===== config.mk =====
export PLATFORM = sky130hd
export DESIGN_NAME = source_text_tokenizer_flat
export DESIGN_NICKNAME = d
export VERILOG_FILES = /design/src/rtl/stt_pkg.sv /design/src/rtl/stt_in_if.sv /design/src/rtl/stt_out_if.sv /design/src/rtl/stt_scan.sv /design/src/rtl/source_text_tokenizer.sv /design/src/flat_wrapper.sv
export SDC_FILE = /design/constraint.sdc
export NUM_CORES = 1
export LEC_CHECK = 0
export BUFFER_PORTS_ARGS = -buffer_cell sky130_fd_sc_hd__buf_2
export CORE_MARGIN = 1
export CORE_UTILIZATION = 60
export CTS_CLUSTER_DIAMETER = 80
export DETAILED_ROUTE_END_ITERATION = 6
export GPL_TIMING_DRIVEN = 0
export PLACE_DENSITY_LB_ADDON = 0.05
export SKIP_LAST_GASP = 1
export SLEW_MARGIN = 10
export SYNTH_ARGS = -nofsm -noshare
export SYNTH_HDL_FRONTEND = slang
export SYNTH_SLANG_ARGS = --single-unit

===== constraint.sdc =====
create_clock -name clk -period 7.4 [get_ports clk]
set_input_delay 0.74 -clock clk [delete_from_list [all_inputs] [get_ports clk]]
set_output_delay 0.74 -clock clk [all_outputs]
set_load 0.01 [all_outputs]

===== src/rtl/stt_pkg.sv =====
// stt_pkg: shared types, constants and byte-class helpers for the source text tokenizer.
// Used by stt_scan, source_text_tokenizer and stt_checker.
`timescale 1ns / 1ps
`default_nettype none

package stt_pkg;

	localparam int POS_W = 16;
	localparam logic [POS_W-1:0] POS_MAX = '1;
	localparam int NUM_KW = 5;
	localparam logic [NUM_KW-1:0] ALL_KW = '1;

	typedef enum logic [1:0] {
		M_IDLE   = 2'd0,
		M_WORD   = 2'd1,
		M_NUMBER = 2'd2,
		M_STRING = 2'd3
	} mode_t;

	typedef enum logic [2:0] {
		K_SYMBOL   = 3'd0,
		K_KEYWORD  = 3'd1,
		K_IDENT    = 3'd2,
		K_NUMBER   = 3'd3,
		K_STRING   = 3'd4,
		K_OPERATOR = 3'd5
	} kind_t;

	typedef struct packed {
		kind_t       kind;
		logic [15:0] start;
		logic [15:0] length;
		logic        last;
	} tok_t;

	typedef struct packed {
		logic [1:0] count;
		tok_t       tok0;
		tok_t       tok1;
	} scan_res_t;

	localparam logic [7:0] CH_LBRACE = 8'h7B;
	localparam logic [7:0] CH_RBRACE = 8'h7D;
	localparam logic [7:0] CH_LPAREN = 8'h28;
	localparam logic [7:0] CH_RPAREN = 8'h29;
	localparam logic [7:0] CH_SEMI   = 8'h3B;
	localparam logic [7:0] CH_EQUAL  = 8'h3D;
	localparam logic [7:0] CH_UNDER  = 8'h5F;
	localparam logic [7:0] CH_DQUOTE = 8'h22;
	localparam logic [7:0] CH_SQUOTE = 8'h27;
	localparam logic [7:0] CH_PAD    = 8'h00;

	localparam logic [7:0] KW_TEXT [NUM_KW][8] = '{
		'{"f", "u", "n", "c", "t", "i", "o", "n"},
		'{"r", "e", "t", "u", "r", "n", CH_PAD, CH_PAD},
		'{"c", "o", "n", "s", "t", CH_PAD, CH_PAD, CH_PAD},
		'{"l", "e", "t", CH_PAD, CH_PAD, CH_PAD, CH_PAD, CH_PAD},
		'{"v", "a", "r", CH_PAD, CH_PAD, CH_PAD, CH_PAD, CH_PAD}
	};
	localparam logic [3:0] KW_LEN [NUM_KW] = '{4'd8, 4'd6, 4'd5, 4'd3, 4'd3};

	function automatic logic is_space(input logic [7:0] c);
		return (c == 8'h20) || (c >= 8'h09 && c <= 8'h0D);
	endfunction

	function automatic logic is_alpha(input logic [7:0] c);
		return (c >= 8'h41 && c <= 8'h5A) || (c >= 8'h61 && c <= 8'h7A);
	endfunction

	function automatic logic is_digit(input logic [7:0] c);
		return (c >= 8'h30 && c <= 8'h39);
	endfunction

	function automatic logic is_symbol(input logic [7:0] c);
		return (c == CH_LBRACE) || (c == CH_RBRACE) || (c == CH_LPAREN) ||
			(c == CH_RPAREN) || (c == CH_SEMI) || (c == CH_EQUAL);
	endfunction

	// Keywords that still agree with byte c at word offset k.
	function automatic logic [NUM_KW-1:0] kw_match(input logic [7:0] c,
		input logic [POS_W-1:0] k);
		logic [NUM_KW-1:0] m;
		for (int i = 0; i < NUM_KW; i++) begin
			m[i] = (k < POS_W'(KW_LEN[i])) && (KW_TEXT[i][k[2:0]] == c);
		end
		return m;
	endfunction

	function automatic logic [15:0] sat16(input logic [POS_W-1:0] v);
		logic [31:0] w;
		w = 32'(v);
		return (w > 32'h0000_FFFF) ? 16'hFFFF : w[15:0];
	endfunction

endpackage

`default_nettype wire


===== src/rtl/stt_in_if.sv =====
// stt_in_if: request channel carrying text bytes and the end marker.
// Depends on nothing; handshake is valid/ready.
`timescale 1ns / 1ps
`default_nettype none

interface stt_in_if;
	logic       valid;
	logic       ready;
	logic [7:0] text_byte;
	logic       end_of_text;

	modport source (output valid, output text_byte, output end_of_text, input ready);
	modport sink (input valid, input text_byte, input end_of_text, output ready);
endinterface

`default_nettype wire


===== src/rtl/stt_out_if.sv =====
// stt_out_if: request channel carrying token descriptors.
// Depends on nothing; handshake is valid/ready.
`timescale 1ns / 1ps
`default_nettype none

interface stt_out_if;
	logic        valid;
	logic        ready;
	logic [2:0]  token_kind;
	logic [15:0] token_start;
	logic [15:0] token_length;
	logic        last_of_run;

	modport source (output valid, output token_kind, output token_start,
		output token_length, output last_of_run, input ready);
	modport sink (input valid, input token_kind, input token_start,
		input token_length, input last_of_run, output ready);
endinterface

`default_nettype wire


===== src/rtl/stt_scan.sv =====
// stt_scan: scanner state registers and the per-byte next-state / token logic.
// Depends on stt_pkg.
`timescale 1ns / 1ps
`default_nettype none

module stt_scan (
	input  wire logic                clk,
	input  wire logic                arst_n,
	input  wire logic                step,
	input  wire logic [7:0]          text_byte,
	input  wire logic                end_of_text,
	output stt_pkg::scan_res_t       res
);

	stt_pkg::mode_t                    mode_q, mode_n;
	logic                              quote_q, quote_n;
	logic [stt_pkg::POS_W-1:0]         begin_q, begin_n;
	logic [stt_pkg::POS_W-1:0]         pos_q, pos_n;
	logic [stt_pkg::NUM_KW-1:0]        cand_q, cand_n;

	logic [stt_pkg::POS_W-1:0]         pos_inc, k_cur;
	logic                              pos_sat;
	logic [stt_pkg::NUM_KW-1:0]        len_hit;
	stt_pkg::tok_t                     close_tok, str_tok, idle_tok;
	logic                              idle_emit, closing, run_idle;
	logic [7:0]                        quote_ch;

	always_comb begin
		pos_sat = (pos_q == stt_pkg::POS_MAX);
		pos_inc = pos_sat ? pos_q : pos_q + 1'b1;
		k_cur   = (pos_q >= begin_q) ? pos_q - begin_q : '0;
		for (int i = 0; i < stt_pkg::NUM_KW; i++) begin
			len_hit[i] = (k_cur == stt_pkg::POS_W'(stt_pkg::KW_LEN[i]));
		end
		quote_ch = quote_q ? stt_pkg::CH_SQUOTE : stt_pkg::CH_DQUOTE;

		close_tok.kind   = (mode_q != stt_pkg::M_WORD) ? stt_pkg::K_NUMBER :
			(|(cand_q & len_hit)) ? stt_pkg::K_KEYWORD : stt_pkg::K_IDENT;
		close_tok.start  = stt_pkg::sat16(begin_q);
		close_tok.length = stt_pkg::sat16(k_cur);
		close_tok.last   = 1'b0;

		str_tok.kind   = stt_pkg::K_STRING;
		str_tok.start  = stt_pkg::sat16(begin_q);
		str_tok.length = stt_pkg::sat16(k_cur);
		str_tok.last   = 1'b0;

		idle_emit = !stt_pkg::is_space(text_byte) && !stt_pkg::is_alpha(text_byte) &&
			!stt_pkg::is_digit(text_byte) && (text_byte != stt_pkg::CH_UNDER) &&
			(text_byte != stt_pkg::CH_DQUOTE) && (text_byte != stt_pkg::CH_SQUOTE);
		idle_tok.kind   = stt_pkg::is_symbol(text_byte) ? stt_pkg::K_SYMBOL :
			stt_pkg::K_OPERATOR;
		idle_tok.start  = stt_pkg::sat16(pos_q);
		idle_tok.length = 16'd1;
		idle_tok.last   = 1'b0;
	end

	always_comb begin
		res.count = 2'd0;
		res.tok0  = '0;
		res.tok1  = '0;
		mode_n    = mode_q;
		quote_n   = quote_q;
		begin_n   = begin_q;
		pos_n     = pos_inc;
		cand_n    = cand_q;
		closing   = 1'b0;
		run_idle  = 1'b0;

		if (end_of_text) begin
			if (mode_q == stt_pkg::M_WORD || mode_q == stt_pkg::M_NUMBER) begin
				res.count = 2'd1;
				res.tok0  = close_tok;
			end else if (mode_q == stt_pkg::M_STRING) begin
				res.count = 2'd1;
				res.tok0  = str_tok;
			end
			mode_n  = stt_pkg::M_IDLE;
			quote_n = 1'b0;
			begin_n = '0;
			pos_n   = '0;
			cand_n  = stt_pkg::ALL_KW;
		end else begin
			case (mode_q)
				stt_pkg::M_WORD: begin
					if (stt_pkg::is_alpha(text_byte) || stt_pkg::is_digit(text_byte) ||
						text_byte == stt_pkg::CH_UNDER) begin
						cand_n = pos_sat ? '0 : (cand_q & stt_pkg::kw_match(text_byte, k_cur));
					end else begin
						closing  = 1'b1;
						run_idle = 1'b1;
					end
				end
				stt_pkg::M_NUMBER: begin
					if (!stt_pkg::is_digit(text_byte)) begin
						closing  = 1'b1;
						run_idle = 1'b1;
					end
				end
				stt_pkg::M_STRING: begin
					if (text_byte == quote_ch) begin
						res.count = 2'd1;
						res.tok0  = str_tok;
						mode_n    = stt_pkg::M_IDLE;
					end
				end
				default: begin
					run_idle = 1'b1;
				end
			endcase

			if (closing) begin
				res.count = 2'd1;
				res.tok0  = close_tok;
				mode_n    = stt_pkg::M_IDLE;
			end

			if (run_idle) begin
				if (stt_pkg::is_alpha(text_byte) || text_byte == stt_pkg::CH_UNDER) begin
					mode_n  = stt_pkg::M_WORD;
					begin_n = pos_q;
					cand_n  = pos_sat ? '0 : stt_pkg::kw_match(text_byte, '0);
				end else if (stt_pkg::is_digit(text_byte)) begin
					mode_n  = stt_pkg::M_NUMBER;
					begin_n = pos_q;
				end else if (text_byte == stt_pkg::CH_DQUOTE ||
					text_byte == stt_pkg::CH_SQUOTE) begin
					mode_n  = stt_pkg::M_STRING;
					quote_n = (text_byte == stt_pkg::CH_SQUOTE);
					begin_n = pos_inc;
				end else if (idle_emit) begin
					if (closing) begin
						res.count = 2'd2;
						res.tok1  = idle_tok;
					end else begin
						res.count = 2'd1;
						res.tok0  = idle_tok;
					end
				end
			end
		end

		if (res.count == 2'd1) begin
			res.tok0.last = 1'b1;
		end else if (res.count == 2'd2) begin
			res.tok1.last = 1'b1;
		end
	end

	always_ff @(posedge clk or negedge arst_n) begin
		if (!arst_n) begin
			mode_q  <= stt_pkg::M_IDLE;
			quote_q <= 1'b0;
			begin_q <= '0;
			pos_q   <= '0;
			cand_q  <= stt_pkg::ALL_KW;
		end else if (step) begin
			mode_q  <= mode_n;
			quote_q <= quote_n;
			begin_q <= begin_n;
			pos_q   <= pos_n;
			cand_q  <= cand_n;
		end
	end

endmodule

`default_nettype wire


===== src/rtl/source_text_tokenizer.sv =====
// A byte's first token is presented after its request is taken and has passed the
// input register and then the result register.
// Throughput: one byte per cycle while the output is not stalled; a byte that yields two
// tokens holds the result register until both tokens have been taken.
// Reset clears the scanner to idle at offset 0 and empties both registers.
// source_text_tokenizer: top level; depends on stt_pkg, stt_in_if, stt_out_if, stt_scan.
`timescale 1ns / 1ps
`default_nettype none

module source_text_tokenizer (
	input  wire logic clk,
	input  wire logic arst_n,
	stt_in_if.sink    text_in,
	stt_out_if.source token_out
);

	logic               valid_s1;
	logic [7:0]         byte_s1;
	logic               end_s1;
	stt_pkg::scan_res_t res;
	logic               advance, buf_free, out_fire;

	stt_pkg::tok_t      r0_q, r1_q, head_tok;
	logic [1:0]         cnt_q;
	logic               head_q;

	stt_scan u_scan (
		.clk         (clk),
		.arst_n      (arst_n),
		.step        (advance),
		.text_byte   (byte_s1),
		.end_of_text (end_s1),
		.res         (res)
	);

	assign out_fire       = token_out.valid && token_out.ready;
	assign buf_free       = (cnt_q == 2'd0) || ((cnt_q == 2'd1) && token_out.ready);
	assign advance        = valid_s1 && ((res.count == 2'd0) || buf_free);
	assign text_in.ready  = !valid_s1 || advance;

	always_ff @(posedge clk or negedge arst_n) begin
		if (!arst_n) begin
			valid_s1 <= 1'b0;
		end else if (text_in.valid && text_in.ready) begin
			valid_s1 <= 1'b1;
		end else if (advance) begin
			valid_s1 <= 1'b0;
		end
	end

	always_ff @(posedge clk) begin
		if (text_in.valid && text_in.ready) begin
			byte_s1 <= text_in.text_byte;
			end_s1  <= text_in.end_of_text;
		end
	end

	always_ff @(posedge clk or negedge arst_n) begin
		if (!arst_n) begin
			cnt_q  <= 2'd0;
			head_q <= 1'b0;
		end else if (advance && res.count != 2'd0) begin
			cnt_q  <= res.count;
			head_q <= 1'b0;
		end else if (out_fire) begin
			cnt_q  <= cnt_q - 2'd1;
			head_q <= 1'b1;
		end
	end

	always_ff @(posedge clk) begin
		if (advance && res.count != 2'd0) begin
			r0_q <= res.tok0;
			r1_q <= res.tok1;
		end
	end

	assign head_tok               = head_q ? r1_q : r0_q;
	assign token_out.valid        = (cnt_q != 2'd0);
	assign token_out.token_kind   = head_tok.kind;
	assign token_out.token_start  = head_tok.start;
	assign token_out.token_length = head_tok.length;
	assign token_out.last_of_run  = head_tok.last;

endmodule

`default_nettype wire


===== src/flat_wrapper.sv =====
// flat-port wrapper written by rule: the top's interface ports become plain ports
module source_text_tokenizer_flat 
  (clk, arst_n, text_in_valid, text_in_text_byte, text_in_end_of_text, text_in_ready, token_out_valid, token_out_token_kind, token_out_token_start, token_out_token_length, token_out_last_of_run, token_out_ready);
  stt_in_if text_in_i ();
  stt_out_if token_out_i ();
  input  wire logic clk;
  input  wire logic arst_n;
  input wire logic [$bits(text_in_i.valid)-1:0] text_in_valid;
  input wire logic [$bits(text_in_i.text_byte)-1:0] text_in_text_byte;
  input wire logic [$bits(text_in_i.end_of_text)-1:0] text_in_end_of_text;
  output wire logic [$bits(text_in_i.ready)-1:0] text_in_ready;
  output wire logic [$bits(token_out_i.valid)-1:0] token_out_valid;
  output wire logic [$bits(token_out_i.token_kind)-1:0] token_out_token_kind;
  output wire logic [$bits(token_out_i.token_start)-1:0] token_out_token_start;
  output wire logic [$bits(token_out_i.token_length)-1:0] token_out_token_length;
  output wire logic [$bits(token_out_i.last_of_run)-1:0] token_out_last_of_run;
  input wire logic [$bits(token_out_i.ready)-1:0] token_out_ready;
  assign text_in_i.valid = text_in_valid;
  assign text_in_i.text_byte = text_in_text_byte;
  assign text_in_i.end_of_text = text_in_end_of_text;
  assign text_in_ready = text_in_i.ready;
  assign token_out_valid = token_out_i.valid;
  assign token_out_token_kind = token_out_i.token_kind;
  assign token_out_token_start = token_out_i.token_start;
  assign token_out_token_length = token_out_i.token_length;
  assign token_out_last_of_run = token_out_i.last_of_run;
  assign token_out_i.ready = token_out_ready;
  source_text_tokenizer u_core (.clk(clk), .arst_n(arst_n), .text_in(text_in_i), .token_out(token_out_i));
endmodule

# --- Word level (Yosys, flattened, before mapping) ---
# Memories as Yosys holds them, arrays and structs flattened.
# Index checks and enable logic that the tools add are counted.
totals:
  reg_bits: 125
  n_memories: 5
  romBits: 320
  out_inout_bits: 38
  inputBits: 13
mem_list:
  columns: ["name", "depth", "word_bits", "rd", "rd_ports_with_merged_regs", "wr", "line_no", "source"]
  rows:
  - ["(name not given)", 8, 8, 1, 0, 0, "stt_pkg.sv:84", "m[i] = (k < POS_W'(KW_LEN[i])) && (KW_TEXT[i][k[2:0]] == c);"]
  - ["(name not given)", 8, 8, 1, 0, 0, "stt_pkg.sv:84", null]
  - ["(name not given)", 8, 8, 1, 0, 0, "stt_pkg.sv:84", null]
  - ["(name not given)", 8, 8, 1, 0, 0, "stt_pkg.sv:84", null]
  - ["(name not given)", 8, 8, 1, 0, 0, "stt_pkg.sv:84", null]
classes:
  n_eq_ne: 38
  bitwise_logic: 6
  n_mux: 72
  order_cmp: 14
  n_addsub: 3
  reduce_logical: 52
op_table:
  columns: ["operator", "n"]
  rows:
  - ["74-bit 2-to-1 mux", 5]
  - ["37-bit 2-to-1 mux", 4]
  - ["16-bit 2-to-1 mux", 8]
  - ["36-bit 2-to-1 mux", 3]
  - ["8-bit 2-to-1 mux", 10]
  - ["38-bit 2-to-1 mux", 2]
  - ["8-bit by 6-bit == test with 1-bit output (second input constant)", 7]
  - ["7-bit by 8-bit == test with 1-bit output (first input constant)", 5]
  - ["8-bit == test", 5]
  - ["5-bit 2-to-1 mux", 7]
  - ["16-bit by 3-bit == test with 1-bit output (second input constant)", 2]
  - ["16-bit by 3-bit < comparator with 1-bit output (second input constant)", 2]
  - ["2-bit 2-to-1 mux", 13]
  - ["8-bit by 7-bit == test with 1-bit output (second input constant)", 3]
  - ["1-bit logical AND", 19]
  - ["16-bit by 1-bit adder with 16-bit output (second input constant)", 1]
  - ["16-bit == test (second input constant)", 1]
  - ["16-bit by 2-bit == test with 1-bit output (second input constant)", 1]
  - ["16-bit by 4-bit == test with 1-bit output (second input constant)", 1]
  - ["16-bit greater-or-equal comparator", 1]
  - ["8-bit by 7-bit greater-or-equal comparator with 1-bit output (second input constant)", 2]
  - ["8-bit by 7-bit less-or-equal comparator with 1-bit output (second input constant)", 2]
  - ["16-bit by 2-bit < comparator with 1-bit output (second input constant)", 1]
  - ["16-bit by 4-bit < comparator with 1-bit output (second input constant)", 1]
  - ["other kinds (30)", 79]

# --- Depth between registers and ports, before layout ---
logic_depth:
  ltp_word: 22
  ltp_mapped: 19

# --- By module ---
# Synthesis repeated with hierarchy kept, for this count alone.
unflattened:
  cells_unflattened: 828
  area_unflattened_um2: 8162.8
modules_own_cells:
  columns: ["mod", "instances", "area_each_um2", "seq_area_each_um2", "cells_each"]
  rows:
  - ["stt_scan", 1, 4993.5, 1007.2, 676]
  - ["source_text_tokenizer", 1, 3169.3, 2532.4, 152]

# --- Worst setup path before layout ---
# No wires, ideal clock.
synth_timing:
  kind: "register -> register"
  from: "register u_core.u_scan.pos_q[0] (netlist name)"
  to: "register u_core.u_scan.cand_q[0] (netlist name)"
  n_path_buf: 1
  path_stages_with_launch: 20
  arrival_ns: 4.069
  t_required_ns: 7.295
  slack_ns: 3.226
  cell_sequence: "dfrtp_1 -> inv_1 -> ha_1 -> fa_1 -> nor2b_1 -> o31a_1 -> o21ai_1 -> a21oi_1 -> nor2_1 -> nor2_1 -> inv_1 -> ha_1 -> buf_2 -> inv_1 -> nor4_1 -> a21o_1 -> or4_1 -> nor4_1 -> nand4_1 -> o41ai_1"
synth_between:
  elab_chain_cells: 15
  elab_cells_between_ends: 19
  classes_between: "add/sub: 1; order compare: 2; eq/ne: 2; mux: 10; bitwise: 2; reduce/logical: 1; memory: 1"
synth_lines:
  columns: ["item", "line_no", "source"]
  rows:
  - ["start: declaration", "stt_scan.sv:18", "logic [stt_pkg::POS_W-1:0] pos_q, pos_n;"]
  - ["start signal: assignment", "stt_scan.sv:161", "pos_q <= pos_n;"]
  - ["16-bit subtractor or 16-bit greater-or-equal comparator (tied branches)", "stt_scan.sv:31", "k_cur = (pos_q >= begin_q) ? pos_q - begin_q : '0;"]
  - ["16-bit 2-to-1 mux", "stt_scan.sv:31", null]
  - ["3-bit inverter with 4-bit output (implied by the code)", "stt_pkg.sv:84", null]
  - ["memory read 8 x 8 bit", null, null]
  - ["8-bit 2-to-1 mux (implied by the code) (2 in series)", "stt_pkg.sv:84", null]
  - ["8-bit == test", "stt_pkg.sv:84", null]
  - ["1-bit logical AND", "stt_pkg.sv:84", null]
  - ["5-bit bitwise AND", "stt_scan.sv:88", "cand_n = pos_sat ? '0 : (cand_q & stt_pkg::kw_match(text_byte, k_cur));"]
  - ["5-bit 2-to-1 mux", "stt_scan.sv:88", null]
  - ["5-bit 2-to-1 mux", "stt_scan.sv:86", "if (stt_pkg::is_alpha(text_byte) || stt_pkg::is_digit(text_byte) ||"]
  - ["5-bit 2-to-1 mux", "stt_scan.sv:84", "case (mode_q)"]
  - ["5-bit 2-to-1 mux", "stt_scan.sv:119", "if (stt_pkg::is_alpha(text_byte) || text_byte == stt_pkg::CH_UNDER) begin"]
  - ["5-bit 2-to-1 mux (*)", "stt_scan.sv:118", "if (run_idle) begin"]
  - ["5-bit 2-to-1 mux (*)", "stt_scan.sv:70", "if (end_of_text) begin"]
  - ["end signal: assignment", "stt_scan.sv:156", "cand_q <= stt_pkg::ALL_KW;"]
  - ["end signal: assignment", "stt_scan.sv:162", "cand_q <= cand_n;"]
  - ["end: declaration", "stt_scan.sv:19", "logic [stt_pkg::NUM_KW-1:0] cand_q, cand_n;"]
# Every way passes the cells marked *; elsewhere a longest branch is shown, timed or not. The select of a mux whose other input is x is not followed.
# A chain may end at the register's enable or synchronous reset.

# --- Worst setup path in the final report ---
# Same ends and word-level chain as after synthesis.

==> results.md <==
* Commonest non-fill, non-tap cells in the layout: nand2_1 (76), nor2_1 (68), buf_2 (67), edfxtp_1 (64), a21oi_1 (53)
* #FFs+latches synth at 108
* EDFF count, synth at 64
* Count of unresolved DRC violations after routing at 0
* Grt ovf at 0
* Final hold viol count at 0
* Synthesized instance count at 845
* Hpwl dp at 16.06 mm
* Crit end category: flop
* Number of I/O port buffers at 50
* Maxcap violations at 0
* # rows at 41
* Via count at 6891
* Final Critical Period at 5.363 ns
* Clock Latency Late Sink at 0.37 ns
* Yosys top cell area share at 24.85%
* Hold worst-path end: u_core.u_scan.begin_q[9]
* Worst path cell trace: inv_1, ha_1, fa_1, nor2b_1, o31a_1, o21ai_1, a21oi_1, nand2b_1, nand2b_1, inv_1, ha_1, o22ai_1, a21oi_1, a21oi_1, or4_1, nor4_1, nand4_1, o41ai_1
* Mapped cell area at 7734 um2
* DR WL met2 at 10.40 mm
* GPL Wtd Cong at 0.9005
* Commonest non-fill, non-tap cell in the layout: nand2_1
* Clock Tree Buf Depth at 2
* Inserted Diodes at 0
* Mean Syn Cell Area at 9.152 um2
* Clock sink count at 108
* Reg2Reg Depth at 18
* Top cells by area, synth: edfxtp_1 (25%), dfrtp_1 (13%), ha_1 (5.0%)
* Post-DRT Antenna Nets at 0
* Post-Route WL at 21.46 mm
* Worst Hold Launch: u_core.u_scan.begin_q[9]
* Starting Density at 61.53%
* CTS clock-pin slew for the worst setup and hold paths at 0.08 ns
* Core Box Area at 12570 um2
* Vias in the first global route at 6640
* TritonRoute pass-1 iters at 5
* Syn_nets at 890
* Fin area at 8528 um2
* Power density over cell area at 501.5 nW/um2
* Layout area overhead at 10.27%
* Chip height at 115.5 um
* Tightest Hold Check Type: flop to flop
* Crit Reg-Reg Endpoint: u_core.u_scan.cand_q[0]
* Crit-path max FO at 7
* Slew Viols, Final at 0
* CTS tree: yes
* Hold depth at 2
* Top layer in use: met4
* Max transition margin at 27.07%
* Die W at 115.5 um
* R2R Setup Slk at 2.04 ns
* Critical R2R Launch: u_core.u_scan.pos_q[0]
* Highest Clock Rate at 0.1865 GHz
* CP bufs+invs at 2
* H-Tree Depth at 3
* Status: completed
* Slew of the pin with the lowest slew margin at 1.094 ns
* Register area at 3029 um2
* Global-route wire length before repair at 33.65 mm
* Nature of the critical path startpoint: flop
* Post_cts resized at 0
* Post-synthesis sequential area ratio at 39.17%
* Synth warn at 0
* Hold_buf cts at 0
* Initial antenna violation count at 0
* CP max stage delay at 0.51 ns
* Total CTS buffers at 9
* Final setup vio count at 0
* CP Data Required Time at 7.66 ns
* Ys async rst share at 40.74%
* Peak VDD IR at 0.3506 mV
* DP Cell Count at 1068
* Largest net degree at the start of global routing at 45
* CP max-delay cell: dfrtp_1
* WL met3 at 1.311 mm
* Die area at 13350 um2
* Root buffer cell: clkbuf_16
* M1 wire length at 8.723 mm
* Global-route usage over all layers at 33.34%
* Initial DRC count at 534
* Final period util at 72.47%
* PnR worst setup slack at 2.037 ns
* # fillers at 1050
* Leak at 3.431 nW
* Cell taking the most area after synthesis: edfxtp_1
* Post-CTS Setup Bufs at 0
* Most frequent CP cell: a21oi_1
* Dpl ws at 2.206 ns
* Delay-heaviest family, CP: simple AND/OR/NAND/NOR gates
* DR vias/cell at 6.357
* Setup TNS at 0 ns
* Footprint of the multi-input gates at 4255 um2
* Crit Path Class: flop to flop
* Layout cell share with drive strength beyond 1 at 15.46%
* Num ports at 51
* Nets at 952
* Unique cell type count in the Yosys netlist at 90
* Post-DP Area at 8220 um2
* Routed len/inst at 19.80 um
* Final Skew at 0.01039 ns
* RSZ-0062 raised after global routing: false
* CP Data Arrival Time at 5.62 ns
* Final std cells w/o fill at 1084
* Post-synth top flop: edfxtp_1
## Yosys cell counts, types with 5 or more instances
master / instances
a22o_1: 17
clkbuf_1: 36
nor3_2: 5
and2_1: 22
nand3_1: 13
and4_1: 6
a211oi_1: 7
o31ai_1: 18
o21ai_1: 7
o211ai_1: 7
mux2_2: 20
mux2i_1: 9
nor2_1: 68
o21a_1: 8
nand2_1: 76
inv_1: 41
and3_1: 8
nor4_1: 11
nor2b_1: 24
ha_1: 31
a21o_1: 10
nor3_1: 20
edfxtp_1: 64
o21ai_0: 38
a31oi_1: 14
dfstp_2: 5
dfrtp_1: 39
buf_2: 17
nand2b_1: 11
nand4_1: 14
xnor2_1: 20
xor2_1: 10
a21oi_1: 53
## layer usage
layer / vias to the layer above / GRT usage [%]
met3: 53 / 4.759
met1: 3329 / 40.65
met5: - / 0
li1: 3238 / -
met2: 271 / 56.25
met4: 0 / 20.00
## worst max-delay path by stage
stage | endpoint | slack [ns] | depth (start not counted) | start
after global placement | u_core.u_scan.cand_q[0] | 2.27 | 18 | u_core.u_scan.pos_q[0]
after detailed placement | u_core.u_scan.cand_q[0] | 2.21 | 18 | u_core.u_scan.pos_q[0]
after CTS | u_core.u_scan.cand_q[0] | 2.14 | 18 | u_core.u_scan.pos_q[0]
after global routing | u_core.u_scan.cand_q[0] | 1.56 | 18 | u_core.u_scan.pos_q[0]
final | u_core.u_scan.cand_q[0] | 2.04 | 18 | u_core.u_scan.pos_q[0]
after floorplan | u_core.u_scan.cand_q[0] | 3.23 | 19 | u_core.u_scan.pos_q[0]
## final cells by class
class	count	share of cell area (%)
Sequential cell	108	35.52
Clock buffer	10	2.802
Clock inverter	6	0.8069
Timing Repair Buffer	51	3.169
Inverter	41	1.805
Multi-Input combinational cell	633	49.90
Tap cell	172	2.523
Buffer	63	3.477
## state kept, by name, indices dropped and copies added, names as in the netlist, 2 cells and up
name and count:
u_core.byte_s1 8, u_core.u_scan.mode_q 2, u_core.u_scan.pos_q 16, u_core.r1_q 19
u_core.u_scan.cand_q 5, u_core.u_scan.begin_q 16, u_core.cnt_q 2, u_core.r0_q 36
## power breakdown
part	total (mW)	leakage (nW)	switching (mW)	internal, mW
logic	2.74	2.09	1.72	1.02
registers	1.03	1.18	0.109	0.918
clock network	0.510	0.155	0.235	0.276
## through the flow
stage	util (%)	hold slack [ns]	power, mW
floorplan	-	0.4444	2.985
global placement	65.24	0.4922	3.611
detailed placement	65.41	0.4899	3.717
CTS	67.85	0.5101	4.234
global route	67.85	0.5366	4.561
finish	67.85	0.5130	4.277
## cells by family after synthesis
group | synth area share (%)
AO/OA/AOI/OAI | 21.40
XOR/XNOR | 3.397
adder cells (fa/ha/maj) | 5.274
buffers and inverters | 5.824
flip-flops | 39.17
multiplexers | 4.077
AND/OR/NAND/NOR | 20.85
## worst min-delay path, stage by stage, from the launching register on
cell and delay (ns):
dfrtp_1 0.37, nand2_1 0.06, o31ai_1 0.06
Power figures use the tool's default switching activity.
